### config.mk
export PLATFORM = sky130hd
export DESIGN_NAME = fdrd_addr_gen
export DESIGN_NICKNAME = d
export VERILOG_FILES = /design/src/fdrd_pkg.sv /design/src/fdrd_addr_gen.sv
export SDC_FILE = /design/constraint.sdc
export NUM_CORES = 1
export LEC_CHECK = 0
export ABC_AREA = 1
export BUFFER_PORTS_ARGS = -buffer_cell sky130_fd_sc_hd__buf_2
export CAP_MARGIN = 10
export CORE_AREA = 3 3 89 108
export CTS_BUF_LIST = sky130_fd_sc_hd__clkbuf_8
export DETAILED_ROUTE_END_ITERATION = 12
export DIE_AREA = 0 0 92 111
export PLACE_DENSITY = 0.81
export SLEW_MARGIN = 40
export SYNTH_ARGS = -nofsm -noshare
export SYNTH_HDL_FRONTEND = slang
export SYNTH_SLANG_ARGS = --single-unit
### constraint.sdc
create_clock -name clock -period 10.2 [get_ports clock]
set_input_delay 0.51 -clock clock [delete_from_list [all_inputs] [get_ports clock]]
set_output_delay 0.51 -clock clock [all_outputs]
set_load 0.1 [all_outputs]
### src/fdrd_pkg.sv
package fdrd_pkg;

   localparam int WORD_W      = 32;
   localparam int CFG_W       = 10;
   localparam int REG_IDX_W   = 1;
   localparam int FIRST_ROW_W = 9;
   localparam int END_ROW_W   = 10;

   localparam logic [REG_IDX_W-1:0] REG_ROW_WORDS  = 1'b0;
   localparam logic [REG_IDX_W-1:0] REG_FRAME_ROWS = 1'b1;

   localparam logic [CFG_W-1:0] ROW_WORDS_RESET  = 10'd512;
   localparam logic [CFG_W-1:0] FRAME_ROWS_RESET = 10'd512;

   typedef struct packed {
      logic last_col;
      logic last_row;
   } fdrd_pos_type;

endpackage

### src/fdrd_addr_gen.sv
module fdrd_addr_gen
   import fdrd_pkg::*;
   #(
   parameter int MAX_ROW_WORDS = 512,
   parameter int MAX_ROWS      = 512,
   parameter int DEPTH         = MAX_ROW_WORDS * MAX_ROWS,
   parameter int ADDR_W        = (DEPTH > 1) ? $clog2(DEPTH) : 1,
   parameter int COL_W         = (MAX_ROW_WORDS > 1) ? $clog2(MAX_ROW_WORDS) : 1,
   parameter int ROW_W         = (MAX_ROWS > 1) ? $clog2(MAX_ROWS) : 1
   )
   (
   input  logic              clock,
   input  logic              reset,
   input  logic              step,
   input  logic [CFG_W-1:0]  row_words,
   input  logic [CFG_W-1:0]  frame_rows,
   output logic [ADDR_W-1:0] addr,
   output logic [ROW_W-1:0]  row,
   output logic [ROW_W-1:0]  rows_m1,
   output fdrd_pos_type      pos
   );

   localparam int RWW  = $clog2(MAX_ROW_WORDS + 1);
   localparam int RRW  = $clog2(MAX_ROWS + 1);
   localparam int EW   = RWW + RRW + CFG_W + 2;
   localparam int MULW = COL_W + ROW_W + RWW + 2;

   logic [COL_W-1:0] col_ff, col_in;
   logic [ROW_W-1:0] row_ff, row_in;
   logic [EW-1:0]    rw_x, rows_x;
   logic [RWW-1:0]   rw;
   logic [RRW-1:0]   rows;
   logic [MULW-1:0]  addr_full;

   always_comb begin
      if (row_words == '0) begin
         rw_x = EW'(1);
      end else if (EW'(row_words) > EW'(MAX_ROW_WORDS)) begin
         rw_x = EW'(MAX_ROW_WORDS);
      end else begin
         rw_x = EW'(row_words);
      end
      if (frame_rows == '0) begin
         rows_x = EW'(1);
      end else if (EW'(frame_rows) > EW'(MAX_ROWS)) begin
         rows_x = EW'(MAX_ROWS);
      end else begin
         rows_x = EW'(frame_rows);
      end
   end

   assign rw      = RWW'(rw_x);
   assign rows    = RRW'(rows_x);
   assign rows_m1 = ROW_W'(EW'(rows) - EW'(1));

   assign pos.last_col = (EW'(col_ff) + EW'(1)) >= EW'(rw);
   assign pos.last_row = (EW'(row_ff) + EW'(1)) >= EW'(rows);

   assign addr_full = MULW'(row_ff) * MULW'(rw) + MULW'(col_ff);
   assign addr      = ADDR_W'(addr_full);
   assign row       = row_ff;

   always_comb begin
      col_in = col_ff;
      row_in = row_ff;
      if (step) begin
         if (!pos.last_col) begin
            col_in = COL_W'(EW'(col_ff) + EW'(1));
         end else begin
            col_in = '0;
            if (!pos.last_row) begin
               row_in = ROW_W'(EW'(row_ff) + EW'(1));
            end else begin
               row_in = '0;
            end
         end
      end
   end

   always_ff @(posedge clock) begin
      if (reset) begin
         col_ff <= '0;
         row_ff <= '0;
      end else begin
         col_ff <= col_in;
         row_ff <= row_in;
      end
   end

endmodule

# Word-level counts from Yosys, hierarchy flattened
# Index checks and enable logic that the tools add are counted.
# classes
addsub	4
multipliers	1
n_lt_le_gt_ge	4
n_mux	6
reduce_logical	3
# ops
cell	count
$mux W10	4
$ge A32 B10 Y1	1
$add A9 B1 Y10 const B	2
$gt A10 B10 Y1 const B	2
$logic_not A10 Y1	2
$add A18 B9 Y18	1
$mul A9 B10 Y18	1
$mux W9	2
$ge A10 B10 Y1	1
$sub A9 B1 Y9 const B	1
$reduce_and A2 Y1	1
# totals
ff_bits	18
inputBits	23
out_inout_bits	38
word_cells	20

# Logic depth before layout (Yosys ltp)
# depth
ltp_word	5
depth_mapped	28
ltp_nobuf	28

# Worst setup path after synthesis
# OpenSTA, ideal clock, no wires.
# synth_path
path_kind	reg-to-output
start	register row_ff[4], in the netlist row[4]
end	output addr[13]
t_arrival_ps	6550
t_required_ps	9690
path_slack_ps	3140
path_stages_with_launch	19
path_buffers	0
cell_sequence	dfxtp_1 > clkinv_1 > nor2_1 > fa_1 > inv_1 > fa_1 > inv_1 > fa_1 > fa_1 > inv_1 > fa_1 > inv_1 > ha_1 > nand2_1 > inv_1 > nand3_1 > o21ai_2 > a21oi_1 > xnor2_1
# synth_between
elab_chain_cells	2
# synth_lines
item	line_no	source
start: declaration	fdrd_addr_gen.sv:29	logic [ROW_W-1:0] row_ff, row_in;
start signal: assignment	fdrd_addr_gen.sv:86	row_ff <= row_in;
$mul A9 B10 Y18	fdrd_addr_gen.sv:59	assign addr_full = MULW'(row_ff) * MULW'(rw) + MULW'(col_ff);
$add A18 B9 Y18	fdrd_addr_gen.sv:59	
end: declaration	fdrd_addr_gen.sv:17	output logic [ADDR_W-1:0] addr,
# Every way passes these cells.

# Final worst setup path
# layout_path
start	input row_words[3]
end	output addr[17]
# layout_between
elab_chain_cells	5
word_cells_on_any_way	6
classes_between	add/sub (1); mul (1); order compare (1); mux (2); reduce/logical (1)
# layout_lines
item	line_no	source
start: declaration	fdrd_addr_gen.sv:15	input logic [CFG_W-1:0] row_words,
$gt A10 B10 Y1	fdrd_addr_gen.sv:38	end else if (EW'(row_words) > EW'(MAX_ROW_WORDS)) begin
$mux W10	fdrd_addr_gen.sv:38	
$mux W10 *	fdrd_addr_gen.sv:36	if (row_words == '0) begin
$mul A9 B10 Y18 *	fdrd_addr_gen.sv:59	
$add A18 B9 Y18 *	fdrd_addr_gen.sv:59	
# Mark *: on every way between the ends. The rest lies on a longest branch, timed or not.

==> run metrics <==
Final Cycle Share 0.654; Syn Nets 896; post-synthesis compound-gate area fraction 0.0682; vias in the first global route 4973; GRT overflow 0; worst-margin pin slew 0.658 ns; Max Freq 150 MHz; largest net degree at the start of global routing 20; DP HPWL 10.9 mm; hold_buf cts 0; # DRC 0; number of iterations in the first detailed-routing pass 4; setup slack, reg-to-reg 7.19 ns; HP Class flop to flop; Routed Antenna Nets 0; commonest non-fill, non-tap cell in the layout nand2_1; Clock Sinks 18; final max-slew violation count 0; final setup margin 3.53 ns; post_cts resized 0; Worst Setup End Kind primary output; Post-synth EDFFs 0; Worst Setup SP row_words[3]; setup TNS 0 ns; Die Height 111 um; RSZ-0062 raised after global routing no; clock slew at reported path FFs 0.07 ns; cts bufs inserted 3; n_diodes 0; Syn Area/Cell 6.96 um2; Via Count 4743; TritonCTS clock tree done; adder-cell share of the synthesized area 0.418; unique cell type count in the Yosys netlist 40; Worst R2R Start row[1]$_SDFFE_PP0P_; CORE AREA 8610 um2; die width 92 um; GRT Overall Usage 0.257; dpl cells 902; Final #Nets 948; Final min period 6.67 ns; Clock Path Buffers 2; Layout area overhead 7.96%; GP Congestion 0.984; dpl ws 3.58 ns; data arrival time of the worst path 6.16 ns; VDD IR max 0.0428 mV; WL final 12.5 mm; post-route insts no fill 905; Rel. slew slack 0.560; Starting Density 0.597; Tot Pwr 338 uW; XOR/XNOR share of the synthesized area 0.0528; most frequent cells in the layout 168 x nand2_1, 152 x inv_1, 107 x nor2_1; mux cell area share after synthesis 0; status complete, no violations; Seq/Total Area, Yosys 0.0701; Power Dens Cells 60.9 nW/um2; post-synthesis async set-or-reset flop share 0; crit path launch type input port; I/O pins 61; Post-CTS Setup Inserts 0; DR iter-0 viols 202; Leakage 3.40 nW; Mapped Area 5140 um2; worst skew pair latency 0.25 ns; DR vias/cell 5.24; Post-Synthesis Cells 738; wire per inst 13.8 um; area of the die 10200 um2; # rows 37; share of layout cells above drive strength 1 0.110; clock skew 0.00314 ns; Crit Path Max Fanout 6; #FFs+latches synth 18; placed instance area 5510 um2; IO buf count 60; first-pass GRT wire length 21.7 mm; Worst Hold Launch col_ff[6]$_SDFFE_PP0P_; Final Hold Fails 0; fin area 5550 um2; simple-gate share of the synthesized area 0.262; H-tree lvl count 1; max_cap viols 0; Worst Path Required 9.69 ns; Setup CP Type input port to primary output; synth warn 0; main flop type after synthesis dfxtp_1; count of final setup violators 0; CTS root buffer clkbuf_8; main combinational cell family by area after synthesis adder cells; antenna violations before repair 0
## cells by family (layout without fill, tap and decap cells)
family | Yosys count | after routing
simple gates | 327 | 327
flops | 18 | 18
compound gates | 58 | 58
buf+inv | 169 | 219
fa+ha+maj | 135 | 135
xor+xnor | 31 | 31
## layout make-up
class                      instances  area [um2]
inverter                         156         586
tap                              117         146
sequential                        18         360
clock buffer                       3        41.3
timing repair buffer              60         300
fill                             789        3060
multi-input combinational        551        4110
## routing by layer
| metal | GRT usage | wire (um) | up-vias |
|---|---|---|---|
| li1 | - | - | 2350 |
| met1 | 0.300 | 4960 | 2199 |
| met2 | 0.469 | 6240 | 152 |
| met3 | 0.0224 | 629 | 42 |
| met4 | 0.117 | 644 | 0 |
| met5 | 0 | 0 | - |
## critical path, stage by stage
cell and delay [ns]:
buf_2 0.11, nor2_1 0.12, nand2_1 0.08, nor3_2 0.14, nand3_1 0.11, nand2_2 0.16, nand2_1 0.21, inv_2 0.16
nand2_1 0.09, fa_1 0.54, inv_1 0.06, fa_1 0.50, inv_1 0.05, fa_1 0.47, inv_1 0.05, fa_1 0.52
inv_1 0.05, fa_1 0.50, inv_1 0.04, ha_1 0.33, nand2_1 0.07, inv_1 0.10, nand3_1 0.10, o21ai_2 0.22
nand3_1 0.10, nand2_1 0.15, xor2_1 0.15, buf_2 0.44
## state kept, by name, indices dropped and copies added, names as in the netlist
signal / cells
col_ff: 9
row: 9
## synthesized netlist by cell type (2+ instances only)
cell      number  area (um2)
nand2_1      168         631
inv_1        152         571
nor2_1       107         402
ha_1          74         926
fa_1          61        1220
a21oi_1       26         130
nand3_1       24         120
xor2_1        24         210
dfxtp_1       18         360
o21ai_0        9        45.0
nand2_2        8        50.1
xnor2_1        7        61.3
nand4_1        6        37.5
clkbuf_1       5        18.8
nor2_2         4        25.0
o21ai_1        4        20.0
o21ai_2        4        35.0
a21o_1         3        22.5
buf_2          3        15.0
clkinv_1       3        11.3
nand3b_1       3        22.5
nor3_1         3        15.0
a21oi_2        2        17.5
buf_4          2        15.0
nand3_2        2        20.0
o31ai_1        2        15.0
## metrics by stage
step                      utilization  hold slack, ns
after floorplan                     -           0.458
after global placement          0.639           0.471
after detailed placement        0.639           0.487
after CTS                       0.644           0.497
after global routing            0.644           0.540
final                           0.644           0.493
## where the power goes
part           total [mW]  switching (mW)  internal (mW)
Sequential         0.0791         0.00632         0.0728
Combinational       0.209           0.163         0.0455
Clock              0.0502          0.0240         0.0263
Total               0.338           0.194          0.145
## worst paths after layout
| path | end | cells past startpoint |
|---|---|---|
| worst max-delay path | addr[17] | 28 |
| worst min-delay path | col_ff[6]$_SDFFE_PP0P_ | 2 |
| worst max register to register | row[4]$_SDFFE_PP0P_ | 14 |
| worst min register to register | col_ff[6]$_SDFFE_PP0P_ | 2 |
(Power assumes the default switching activity.)
