<file path="src/fdrd_pkg.sv">
package fdrd_pkg;

   localparam int WORD_W      = 32;
   localparam int CFG_W       = 10;
   localparam int REG_IDX_W   = 1;
   localparam int FIRST_ROW_W = 9;
   localparam int END_ROW_W   = 10;

   localparam logic [REG_IDX_W-1:0] REG_ROW_WORDS  = 1'b0;
   localparam logic [REG_IDX_W-1:0] REG_FRAME_ROWS = 1'b1;

   localparam logic [CFG_W-1:0] ROW_WORDS_RESET  = 10'd512;
   localparam logic [CFG_W-1:0] FRAME_ROWS_RESET = 10'd512;

   typedef struct packed {
      logic last_col;
      logic last_row;
   } fdrd_pos_type;

endpackage

</file>
<file path="src/fdrd_dirty_track.sv">
module fdrd_dirty_track
   import fdrd_pkg::*;
   #(
   parameter int ROW_W = 9
   )
   (
   input  logic                   clock,
   input  logic                   reset,
   input  logic                   step,
   input  logic                   differ,
   input  logic                   frame_end,
   input  logic [ROW_W-1:0]       row,
   input  logic [ROW_W-1:0]       rows_m1,
   output logic                   rsp_valid,
   input  logic                   rsp_stall,
   output logic                   rsp_changed,
   output logic [FIRST_ROW_W-1:0] rsp_first_row,
   output logic [END_ROW_W-1:0]   rsp_end_row
   );

   localparam int XW = ROW_W + END_ROW_W + 1;

   logic             any_ff, any_in;
   logic [ROW_W-1:0] first_ff, first_in;
   logic [ROW_W-1:0] last_ff, last_in;
   logic             rsp_valid_ff;
   logic             changed_ff;
   logic [FIRST_ROW_W-1:0] first_row_ff;
   logic [END_ROW_W-1:0]   end_row_ff;
   logic [XW-1:0]    first_x, end_x;

   always_comb begin
      any_in   = any_ff;
      first_in = first_ff;
      last_in  = last_ff;
      if (differ) begin
         any_in  = 1'b1;
         last_in = row;
         if (!any_ff) begin
            first_in = row;
         end
      end
      if (any_in) begin
         first_x = XW'(first_in);
         end_x   = XW'(last_in) + XW'(1);
      end else begin
         first_x = XW'(rows_m1);
         end_x   = XW'(rows_m1);
      end
   end

   always_ff @(posedge clock) begin
      if (reset) begin
         any_ff       <= 1'b0;
         first_ff     <= '0;
         last_ff      <= '0;
         rsp_valid_ff <= 1'b0;
      end else begin
         if (step) begin
            if (frame_end) begin
               any_ff   <= 1'b0;
               first_ff <= '0;
               last_ff  <= '0;
            end else begin
               any_ff   <= any_in;
               first_ff <= first_in;
               last_ff  <= last_in;
            end
         end
         if (step && frame_end) begin
            rsp_valid_ff <= 1'b1;
         end else if (!rsp_stall) begin
            rsp_valid_ff <= 1'b0;
         end
      end
   end

   always_ff @(posedge clock) begin
      if (step && frame_end) begin
         changed_ff   <= any_in;
         first_row_ff <= first_x[FIRST_ROW_W-1:0];
         end_row_ff   <= end_x[END_ROW_W-1:0];
      end
   end

   assign rsp_valid     = rsp_valid_ff;
   assign rsp_changed   = changed_ff;
   assign rsp_first_row = first_row_ff;
   assign rsp_end_row   = end_row_ff;

endmodule

</file>
<file path="config.mk">
export PLATFORM = sky130hd
export DESIGN_NAME = fdrd_dirty_track
export DESIGN_NICKNAME = d
export VERILOG_FILES = /design/src/fdrd_pkg.sv /design/src/fdrd_dirty_track.sv
export SDC_FILE = /design/constraint.sdc
export NUM_CORES = 1
export LEC_CHECK = 0
export ABC_AREA = 1
export BUFFER_PORTS_ARGS = -buffer_cell sky130_fd_sc_hd__buf_2
export CORE_MARGIN = 2
export CORE_UTILIZATION = 45
export CTS_BUF_LIST = sky130_fd_sc_hd__clkbuf_8
export DETAILED_ROUTE_END_ITERATION = 6
export PLACE_DENSITY_LB_ADDON = 0.25
export SLEW_MARGIN = 30
export SYNTH_ARGS = -nofsm -noshare
export SYNTH_HDL_FRONTEND = slang
export SYNTH_SLANG_ARGS = --single-unit
export TNS_END_PERCENT = 50
</file>
<file path="constraint.sdc">
create_clock -name clock -period 1.97 [get_ports clock]
set_clock_uncertainty 0.1 [all_clocks]
set_input_delay 0.591 -clock clock [delete_from_list [all_inputs] [get_ports clock]]
set_output_delay 0.591 -clock clock [all_outputs]
set_load 0.01 [all_outputs]
</file>
Word level (Yosys, flattened, before mapping)
Index checks and enable logic that the tools add are counted.
{"block": "word_totals", "elab_cells": 22, "output_inout_bits": 21, "in_bits": 24, "register_bits": 40}
{"block": "op_classes", "mux": 11, "add_sub_neg": 1, "n_eq_ne": 1, "n_reduce_logical": 1}
{"operator": "$mux 9", "count": 7}
{"operator": "$add 9x1->10 const B", "count": 1}
{"operator": "$mux 1", "count": 4}
{"operator": "$ne 2x1->1 const B", "count": 1}
{"operator": "$logic_and 1x1->1", "count": 1}

Depth between registers and ports, before layout
Gate-level depths: netlist of run 1.
{"block": "depth", "depth_word": 3, "ltp_mapped": 10, "mapped_depth_nobuf": 10}

Least setup slack after synthesis of run 1
No wires, ideal clock.
{"block": "synth_path", "kind": "input to register", "startpoint": "in differ", "endpoint": "reg end_row_ff[8] (netlist: rsp_end_row[8]), data pin", "required_time_ps": 1617, "stages": 9, "setup_slack_ps": 189, "n_path_buf": 1, "arrival_time_ps": 1428, "setup_ps": 253, "cell_sequence": "buf_6 nand2_2 nand2_2 ha_1 nand2_2 nor2_4 nand3_1 nand3_1 nand2_1"}
{"block": "synth_via", "elab_chain_len": 3, "word_cells_on_any_way": 4, "classes_between": "1 x add/sub; 3 x mux"}
{"item": "start: declaration", "line_no": "fdrd_dirty_track.sv:10", "source": "input logic differ,"}
{"item": "$mux 9", "line_no": "fdrd_dirty_track.sv:36", "source": "if (differ) begin"}
{"item": "$add 9x1->10", "line_no": "fdrd_dirty_track.sv:45", "source": "end_x = XW'(last_in) + XW'(1);"}
{"item": "$mux 9 *", "line_no": "fdrd_dirty_track.sv:43", "source": "if (any_in) begin"}
{"item": "via end_x[8]", "line_no": "fdrd_dirty_track.sv:30", "source": "logic [XW-1:0] first_x, end_x;"}
{"item": "end signal: assignment", "line_no": "fdrd_dirty_track.sv:82", "source": "end_row_ff <= end_x[END_ROW_W-1:0];"}
{"item": "end: declaration", "line_no": "fdrd_dirty_track.sv:29", "source": "logic [END_ROW_W-1:0] end_row_ff;"}
Mark *: on every way through the listed nets, which the timed path passes. The rest lies on a longest branch.
A chain may end at the register's enable or synchronous reset.

Worst setup path in the final report of run 1
{"block": "layout_path", "startpoint": "in differ", "endpoint": "reg end_row_ff[6] (netlist: rsp_end_row[6]), data pin"}
The elaborated chain is that of the path after synthesis.

==> out/metrics.cfg, run 1 <==
[timing]
worst_pin_slew_ps = 396.9
hold_ws_ps = 357.1
maxSlewViolCount = 0
finalSetupViolations = 0
fin_crit_ps = 1670
slew_headroom = 0.7354
finalHoldViolCount = 0
fmax_ghz = 0.5989
min_period_over_period = 0.8476
rsz0062_at_grt = false

[clock_tree]
htree_levels = 2
clkTransAtPathRegs_ps = 80
cts_setup_buffers = 0
cts_tree = built
cts_root_buf = clkbuf_8
clk_latency_ps = 300
numClockSinks = 40
ctsHoldBuffers = 0
numCtsBuffers = 5
post_cts_resized = 0
clk_path_buf_depth = 2

[setup_path]
cp.arrival_ps = 1630
crit_fanout = 7
critPathKind = in2reg
slowest_delay_ps = 180
cp-end-kind = flop
cp.depth = 10
rr_worst_depth = 4
cp_cell_sequence = buf_2 > inv_2 > nand2_1 > nand2_2 > ha_1 > nand2_2 > nor2_4 > nand3_1 > nand3_1 > nand2_1
cp-start-kind = input pin
cpLargestDelayFamily = simple AND/OR/NAND/NOR gates
cpMaxStageDelayCell = ha_1
cp.required_ps = 1930
cp_num_buf_inv = 2

[worst_hold_path]
hold_path.class = reg2reg
hold_depth = 2

[pwr]
internal-power_w = 0.001398
p_sw_w = 0.0004725
power_frac_comb = 0.150
ir_drop_mv = 0.3496
power_leakage_nw = 1.061
p_clk_frac = 0.353
switching_share = 0.2527
powerDensity_nw_per_um2 = 765.3
p_seq_frac = 0.497

[synth]
ys_seq_area_frac = 0.5070
synth-main-ff-cell = edfxtp_1
async_flop_share = 0
netlist.area_leader.share = 0.3042
post-synth-top-area-cell = edfxtp_1
syn_area_sq_um = 1974
yosys-top-cells-area = edfxtp_1 (30%), dfxtp_1 (20%), nand2_1 (17%), a21oi_1 (5.1%), o21ai_0 (4.8%)
synth-seq-cells = 40
synth.most_common_cell = nand2_1
synth_commonest_cells = nand2_1 (90), a21oi_1 (20), dfxtp_1 (20), edfxtp_1 (20), o21ai_0 (19)
synth_edf_count = 20
synth_cell_types = 22
yosys_warnings = 0
syn_area_per_cell_sq_um = 7.929
synth_fp_nets = 274
syn_inst = 249

[route]
via_per_inst = 4.889
num_vias = 1755
drtPass1Iterations = 4
dr.first_iter.drc_count = 148
drc = 0
drt-total-wl_mm = 4.407
postRouteAntennaNets = 0
wire_per_inst_um = 12.28

[floorplan]
core_area_sq_um = 4294
die_w_um = 70.24
dieArea_sq_um = 4934
rows = 24
die_y_um = 70.24
start_util = 0.4598
io_pins = 45

[final_layout]
syn_to_final_growth_pct = 23.76
fillers = 411
multi_input_area_sq_um = 842.1
final_nets = 331
post-route-util = 0.5691
drive_gt1_frac = 0.3029
antenna_cells = 0
regArea_sq_um = 1001
final_area_sq_um = 2444

[place]
hpwl_mm = 3.309
place_congestion = 0.8310
portBuffers = 44
place_area_sq_um = 2336

[global_route]
grt_usage = 0.1849
grt_pass1_wl_mm = 7.072
grt_pass1_vias = 1463
grt_max_degree = 22
antenna_found_initial = 0
grt_overflow = 0

[job]
drv_cap = 0

[outcome]
outcome = completed

sequential cells by signal, indices dropped and copies added, names as in the netlist:
name and flops:
any_ff 1, rsp_changed 1, last_ff 9, rsp_end_row 10
rsp_first_row 9, first_ff 9, rsp_valid 1
area by class of cell:
type | count | area share
sequential | 40 | 0.4096
timing repair buffer | 60 | 0.1444
clock inverter | 3 | 0.01587
tap | 52 | 0.02663
multi-input combinational | 179 | 0.3446
inverter | 20 | 0.03072
clock buffer | 5 | 0.02816
final timing paths:
kind         startpoint  slack (ps)                to
max              differ         300    rsp_end_row[6]
min           rsp_valid         360         rsp_valid
max reg2reg      any_ff         520  rsp_first_row[0]
min reg2reg   rsp_valid         360         rsp_valid
per-layer routing:
layer  track usage  vias to the layer above  part of all wire
met2        0.2841                       48              0.46
met1        0.2516                      786              0.47
met5             0                        -                 0
met3       0.05051                        6             0.055
met4       0.06410                        0             0.014
li1              -                      915                 -
layout by cell type, fill, tap and decap left out, drive strengths merged, types with 5 or more instances in the layout:
| cell type | count |
|---|---|
| a21oi | 20 |
| buf | 60 |
| clkbuf | 5 |
| dfxtp | 20 |
| edfxtp | 20 |
| inv | 21 |
| nand2 | 104 |
| nand3 | 8 |
| nor2 | 20 |
| o21ai | 24 |
logic make-up after synthesis:
group,Yosys count,share of synthesized area
simple gates,133,0.2991
compound gates,45,0.1210
flops,40,0.5070
buf+inv,30,0.06654
fa+ha+maj,1,0.006336
power by group through the flow:
stage	sequential [W]	combinational [W]	clock [W]
3_5_place_dp	0.000950	0.000280	0
4_1_cts	0.000930	0.000282	0.000672
5_1_grt	0.000933	0.000315	0.000702
3_3_place_gp	0.000948	0.000277	0
6_report	0.000930	0.000281	0.000660
2_1_floorplan	0.000961	0.000152	0
worst register-to-register path, cell delays in order (launching register included):
cell     delay, ps
dfxtp_1        340
inv_2           80
nand2_2        170
o21ai_0        360
o21ai_0        150
through the flow:
step | power [W] | setup TNS (ps) | setup slack [ps] | instances
detailed placement | 0.001230 | -20.75 | -12.09 | 351
finish | 0.001870 | 0 | 300.2 | 359
global placement | 0.001225 | 0 | 30.17 | 351
global route | 0.001949 | 0 | 163.6 | 359
CTS | 0.001884 | 0 | 290.4 | 359
floorplan | 0.001113 | 0 | 189.3 | 249
No activity file was read; power rests on OpenSTA's default activity.
==> run 2, diff against run 1 <==
Clock period 1.97 ns to 1.6 ns, I/O delays scaled along.
==> run 2 against run 1 <==
  * Critical path depth is the same
  * Critical endpoint unchanged
  * Setup slack lost 200 ps
  * Sequential power grew 23%
  * First-iteration DRC count grew 4.7%
  * Clock power grew 29%
  * Sequential share of layout area shrank 2.8 points
  * Total power grew 28%
  * Combinational power grew 41%
  * Highest routed layer unchanged
  * Via count grew 2.8%
  * Die area is the same
==> out/metrics.cfg, run 2 (same netlist as run 1, synthesis figures left out) <==
[setup_path]
cp-end-kind = flop
crit_path_frequent_cell = nand2_4
cp.arrival_ps = 1460  ; -170 ps
r2r_start = last_ff[0]
r2r-end = rsp_end_row[6]
slowest_delay_ps = 170  ; about the same
critPathKind = in2reg
cp_num_buf_inv = 2  ; unchanged
cpMaxStageDelayCell = nor2_4
cpLargestDelayFamily = simple AND/OR/NAND/NOR gates
cp_cell_sequence = buf_6 > inv_6 > nand2_2 > nand2_4 > ha_4 > nand2_4 > nor2_4 > nand3_2 > nand3_1 > nand2_1
cp.depth = 10  ; unchanged
crit_fanout = 9  ; +2
rr_worst_depth = 8  ; +4
cp-startpoint = differ
ff2ff_setup_slack_ps = 140  ; -380 ps
cp.required_ps = 1560  ; -370 ps
cp-start-kind = input pin

[timing]
slew_headroom = 0.7425  ; +0.007117
rsz0062_at_grt = false
finalSetupViolations = 0  ; unchanged
maxSlewViolCount = 0  ; unchanged
finalHoldViolCount = 0  ; unchanged
min_period_over_period = 0.9385
tns_ps = 0  ; unchanged
worst_pin_slew_ps = 385.8  ; -11.09 ps
hold_ws_ps = 325.1  ; -32.09 ps
fmax_ghz = 0.6659
fin_crit_ps = 1502

[floorplan]
io_pins = 45  ; unchanged
dieArea_sq_um = 4934  ; unchanged
rows = 24  ; unchanged
core_area_sq_um = 4294  ; unchanged
die_y_um = 70.24  ; unchanged
die_w_um = 70.24  ; unchanged
start_util = 0.4598  ; unchanged

[route]
dr.first_iter.drc_count = 155  ; +4.7%
num_vias = 1804  ; +2.8%
wire_per_inst_um = 12.40  ; +1.0%
via_per_inst = 4.824  ; -1.3%
postRouteAntennaNets = 0  ; unchanged
drt-total-wl_mm = 4.638  ; +5.2%
drc = 0  ; unchanged
drtPass1Iterations = 4  ; unchanged

[clock_tree]
cts_root_buf = clkbuf_8
clkTransAtPathRegs_ps = 80  ; about the same
numCtsBuffers = 5  ; unchanged
htree_levels = 2  ; unchanged
cts_tree = built
clk_latency_ps = 290  ; about the same
numClockSinks = 40  ; unchanged
clk_path_buf_depth = 2  ; unchanged

[global_route]
antenna_found_initial = 0  ; unchanged
grt_pass1_vias = 1651  ; +13%
grt_pass1_wl_mm = 7.645  ; +8.1%
grt_usage = 0.1998  ; +0.01487
grt_overflow = 0  ; unchanged
grt_max_degree = 21  ; -4.5%

[worst_hold_path]
min_to = rsp_valid
hold_depth = 3  ; +1
hp-start = rsp_stall
hold_path.class = in2reg

[pwr]
ir_drop_mv = 0.4119  ; +18%
p_total_w = 0.002389  ; +28%
powerDensity_nw_per_um2 = 910.9  ; +19%
power_leakage_nw = 1.146  ; +8.0%

[job]
drv_cap = 0  ; unchanged

[final_layout]
fin_cells = 374  ; +4.2%
final_common_cell = nand2_1
syn_to_final_growth_pct = 32.83
drive_gt1_frac = 0.3509  ; +0.04800
mostFrequentLayoutCells = nand2_1 (88), buf_2 (43), buf_4 (30)
post-route-util = 0.6107  ; +0.04167
final_nets = 346  ; +4.5%
antenna_cells = 0  ; unchanged
largest_reg_flops = 10  ; unchanged

[place]
numPlacedInstances = 365  ; +4.0%
place_congestion = 0.8033  ; -3.3%
portBuffers = 44  ; unchanged
hpwl_mm = 3.544  ; +7.1%

[outcome]
outcome = completed

## run 2: layout make-up
class,count,area [sq um]
clock buffer,6,82.58
clock inverter,2,33.78
fill,387,1672
inverter,20,83.83
multi-input combinational,179,884.6
sequential,40,1001
tap,52,65.06
timing repair buffer,75,471.7
## run 2: how the worst max path moves through the flow
stage / to / slack, ps
6_report: rsp_end_row[6] / 100
3_5_place_dp: rsp_end_row[7] / -280
5_1_grt: rsp_end_row[6] / 20
3_3_place_gp: rsp_end_row[8] / -240
2_1_floorplan: rsp_end_row[6] / -2
4_1_cts: rsp_end_row[6] / 20
## run 2: where the power goes
part	internal (W)	leakage [nW]	switching, W
Sequential	0.00113	0.354	0.0000143
Combinational	0.000167	0.733	0.000228
Clock	0.000502	0.0588	0.000347
Total	0.00180	1.15	0.000590
## run 2: worst register-to-register path, cell delays in order, from the launching register on
cell and delay [ps]:
dfxtp_1 350, nand2_2 70, nand2_4 80, ha_4 150, nand2_4 60, nor2_4 180, nand3_2 90, nand3_1 100
nand2_1 50
## run 2: through the flow
step                instance area, sq um  setup WS [ps]
floorplan                           2029         -2.242
global placement                    2487         -239.2
detailed placement                  2487         -275.6
CTS                                 2604          17.95
global route                        2623          20.51
finish                              2623          98.37
## run 2: timing repair
action	in CTS	in global routing
hold buffers	0	0
pin swaps	1	2
setup buffers	0	1
resized for setup	0	4
endpoints found under the setup margin	1	8
## run 2: per-layer routing
metal,routed length (um),track usage,share of wire
met1,2098,0.2662,0.45
met2,2197,0.3239,0.47
met3,269,0.03896,0.058
met4,72,0.07051,0.016
met5,0,0,0
==> run 3, diff against run 2 <==
Settings changed: ABC_AREA 1 to not set, BUFFER_PORTS_ARGS -buffer_cell sky130_fd_sc_hd__buf_2 to not set, DONT_BUFFER_PORTS set to 1.
Clock period 1.6 ns to 1.8 ns, I/O delays scaled along.
==> run 3 against run 2 <==
  * The flow now finishes with violations (negative setup slack)
  * Non-clock buffer count down 66
  * Synthesized cell count down 20%
  * Sequential power down 9%
  * Global-route usage down 0.51 points
  * Register-to-register slack worse by 210 ps
  * Count of clock-buffer cells in the layout down 1
  * Total power down 20%
  * Routed wire length down 3.0%
  * Critical endpoint is now rsp_end_row[8]
  * Largest cell class unchanged
  * Highest routed layer unchanged
==> out/metrics.cfg, run 3 <==
[synth]
synth_fp_nets = 223  ; -19%
synth_cell_types = 35  ; +59%
syn_area_sq_um = 1974  ; unchanged
synth_edf_count = 20  ; unchanged
synth.most_common_cell = nor2_1
yosys_warnings = 0  ; unchanged
synth-main-ff-cell = edfxtp_1
syn_inst = 198  ; -20%
async_flop_share = 0  ; unchanged
post-synth-top-area-cell = edfxtp_1
synth-seq-cells = 40  ; unchanged
synth_commonest_cells = nor2_1 (29), dfxtp_1 (20), edfxtp_1 (20), nand2_1 (20)
netlist.area_leader.share = 0.3042  ; unchanged
syn_area_per_cell_sq_um = 9.972  ; +26%
yosys-top-cells-area = edfxtp_1 (30%), dfxtp_1 (20%), mux2i_1 (6.6%), nor2_1 (5.5%), a22oi_1 (5.3%)
ys_seq_area_frac = 0.5070  ; unchanged

[setup_path]
critPathKind = reg2reg
cpLargestDelayFamily = compound AO/OA/AOI/OAI gates
cp-end-kind = flop
cpMaxStageDelayCell = dfxtp_2
cp.arrival_ps = 1800  ; +340 ps
slowest_delay_ps = 320  ; +150 ps
cp_cell_sequence = mux2_4 > ha_4 > and4b_1 > o21ai_2 > a21oi_4 > xnor2_2 > a211oi_2
cp-start-kind = flop
crit_fanout = 3  ; -6
cp.required_ps = 1740  ; +180 ps
cp_num_buf_inv = 0  ; -2

[outcome]
outcome = finished with violations
violations = negative setup slack

[floorplan]
core_area_sq_um = 4294  ; unchanged
die_y_um = 70.24  ; unchanged
start_util = 0.4598  ; unchanged
dieArea_sq_um = 4934  ; unchanged
rows = 24  ; unchanged
die_w_um = 70.24  ; unchanged
io_pins = 45  ; unchanged

[timing]
worst_pin_slew_ps = 514.9  ; +129.0 ps
finalSetupViolations = 2  ; +2
maxSlewViolCount = 0  ; unchanged
rsz0062_at_grt = true
fin_ws_ps = -65.60  ; -164.0 ps
slew_headroom = 0.6531  ; -0.08938
fmax_ghz = 0.5360
tns_ps = -90.25  ; -90.25 ps
finalHoldViolCount = 0  ; unchanged
fin_crit_ps = 1866
min_period_over_period = 1.036
hold_ws_ps = 208.2  ; -116.8 ps

[route]
via_per_inst = 5.855  ; +21%
drtPass1Iterations = 4  ; unchanged
wire_per_inst_um = 17.57  ; +42%
num_vias = 1499  ; -17%
dr.first_iter.drc_count = 103  ; -34%
postRouteAntennaNets = 0  ; unchanged
drc = 0  ; unchanged
drt-total-wl_mm = 4.499  ; -3.0%

[place]
place_congestion = 0.8363  ; +4.1%
pre_cts_ws_ps = -369.7  ; -94.15 ps
numPlacedInstances = 246  ; -33%
portBuffers = 0  ; -100%
hpwl_mm = 3.212  ; -9.4%

[final_layout]
mostFrequentLayoutCells = nor2_1 (28), edfxtp_1 (20), nand2_1 (19)
multi_input_area_sq_um = 950.9  ; +7.5%
fin_cells = 256  ; -32%
fillers = 382  ; -1.3%
final_nets = 228  ; -34%
drive_gt1_frac = 0.1765  ; -0.1745
syn_to_final_growth_pct = 11.34
antenna_cells = 0  ; unchanged
final_common_cell = nor2_1
largest_reg_flops = 10  ; unchanged
post-route-util = 0.5119  ; -0.09878
regArea_sq_um = 1003  ; +0.25%

[global_route]
grt_util_met2 = 0.3050  ; -0.01887
grt_max_degree = 36  ; +71%
grt_overflow = 0  ; unchanged
antenna_found_initial = 0  ; unchanged
use_met3 = 0.04762  ; +0.008658
grt_pass1_wl_mm = 7.479  ; -2.2%
grt_pass1_vias = 1452  ; -12%
use_met1 = 0.2505  ; -0.01577
busiest_layer = met2
grt_usage = 0.1947  ; -0.005111

[pwr]
p_sw_w = 0.0004226  ; -28%
internal-power_w = 0.001491  ; -17%
p_clk_frac = 0.369  ; +0.014
p_seq_frac = 0.542  ; +0.063
powerDensity_nw_per_um2 = 870.3  ; -4.5%
power_frac_comb = 0.089  ; -0.076
power_leakage_nw = 0.7891  ; -31%
ir_drop_mv = 0.2492  ; -40%
switching_share = 0.2209  ; -0.02598

[clock_tree]
numClockSinks = 40  ; unchanged
htree_levels = 2  ; unchanged
numCtsBuffers = 5  ; unchanged
clkTransAtPathRegs_ps = 70  ; about the same
clk_path_buf_depth = 2  ; unchanged
cts_tree = built
cts_root_buf = clkbuf_8
clk_latency_ps = 290  ; about the same

[job]
drv_cap = 0  ; unchanged

[worst_hold_path]
hold_path.class = in2reg

## run 3: power groups by stage
| stage | clock network, W | registers [W] | logic (W) |
|---|---|---|---|
| 2_1_floorplan | 0 | 0.00105 | 0.000157 |
| 3_3_place_gp | 0 | 0.00106 | 0.000160 |
| 3_5_place_dp | 0 | 0.00106 | 0.000164 |
| 4_1_cts | 0.000713 | 0.00104 | 0.000168 |
| 5_1_grt | 0.000761 | 0.00104 | 0.000189 |
| 6_report | 0.000707 | 0.00104 | 0.000170 |
## run 3: routing by layer
| metal | vias to the layer above | part of all wire |
|---|---|---|
| li1 | 717 | - |
| met1 | 719 | 0.42 |
| met2 | 51 | 0.50 |
| met3 | 12 | 0.056 |
| met4 | 0 | 0.024 |
| met5 | - | 0 |
## run 3: final timing paths
path,startpoint,to,slack [ps],depth (start not counted)
worst max-delay path,last_ff[1],rsp_end_row[8],-70,7
worst min-delay path,reset,last_ff[5],210,1
worst max register to register,last_ff[1],rsp_end_row[8],-70,7
worst min register to register,last_ff[5],last_ff[5],390,2
## run 3: timing repair
item / CTS / global route
endpoints found under the setup margin: 2 / 3
resized for setup: 4 / 4
pin swaps: 3 / 1
hold buffers: 0 / 0
setup buffers: 2 / 0
## run 3: kinds of logic after synthesis
logic type | after synthesis | share of synthesized area
AOI/OAI and AO/OA | 47 | 0.1534
DFF | 40 | 0.5070
xor gates and xnor gates | 9 | 0.03992
adders and majority gates | 1 | 0.006336
and+or+nand+nor | 73 | 0.1768
buffers and inverters | 12 | 0.03168
muxes | 16 | 0.08491
## run 3: stage by stage
step                      total power, W  instance area, sq um
after floorplan                 0.001206                  2003
after global placement          0.001216                  2054
after detailed placement        0.001222                  2054
after CTS                       0.001918                  2191
after global routing            0.001990                  2198
final                           0.001913                  2198
## run 3: layout make-up
| class | count | share of cell area |
|---|---|---|
| Clock buffer | 5 | 0.03130 |
| Timing Repair Buffer | 9 | 0.03073 |
| Inverter | 1 | 0.001707 |
| Sequential cell | 40 | 0.4565 |
| Multi-Input combinational cell | 146 | 0.4326 |
| Clock inverter | 3 | 0.01764 |
| Tap cell | 52 | 0.02960 |
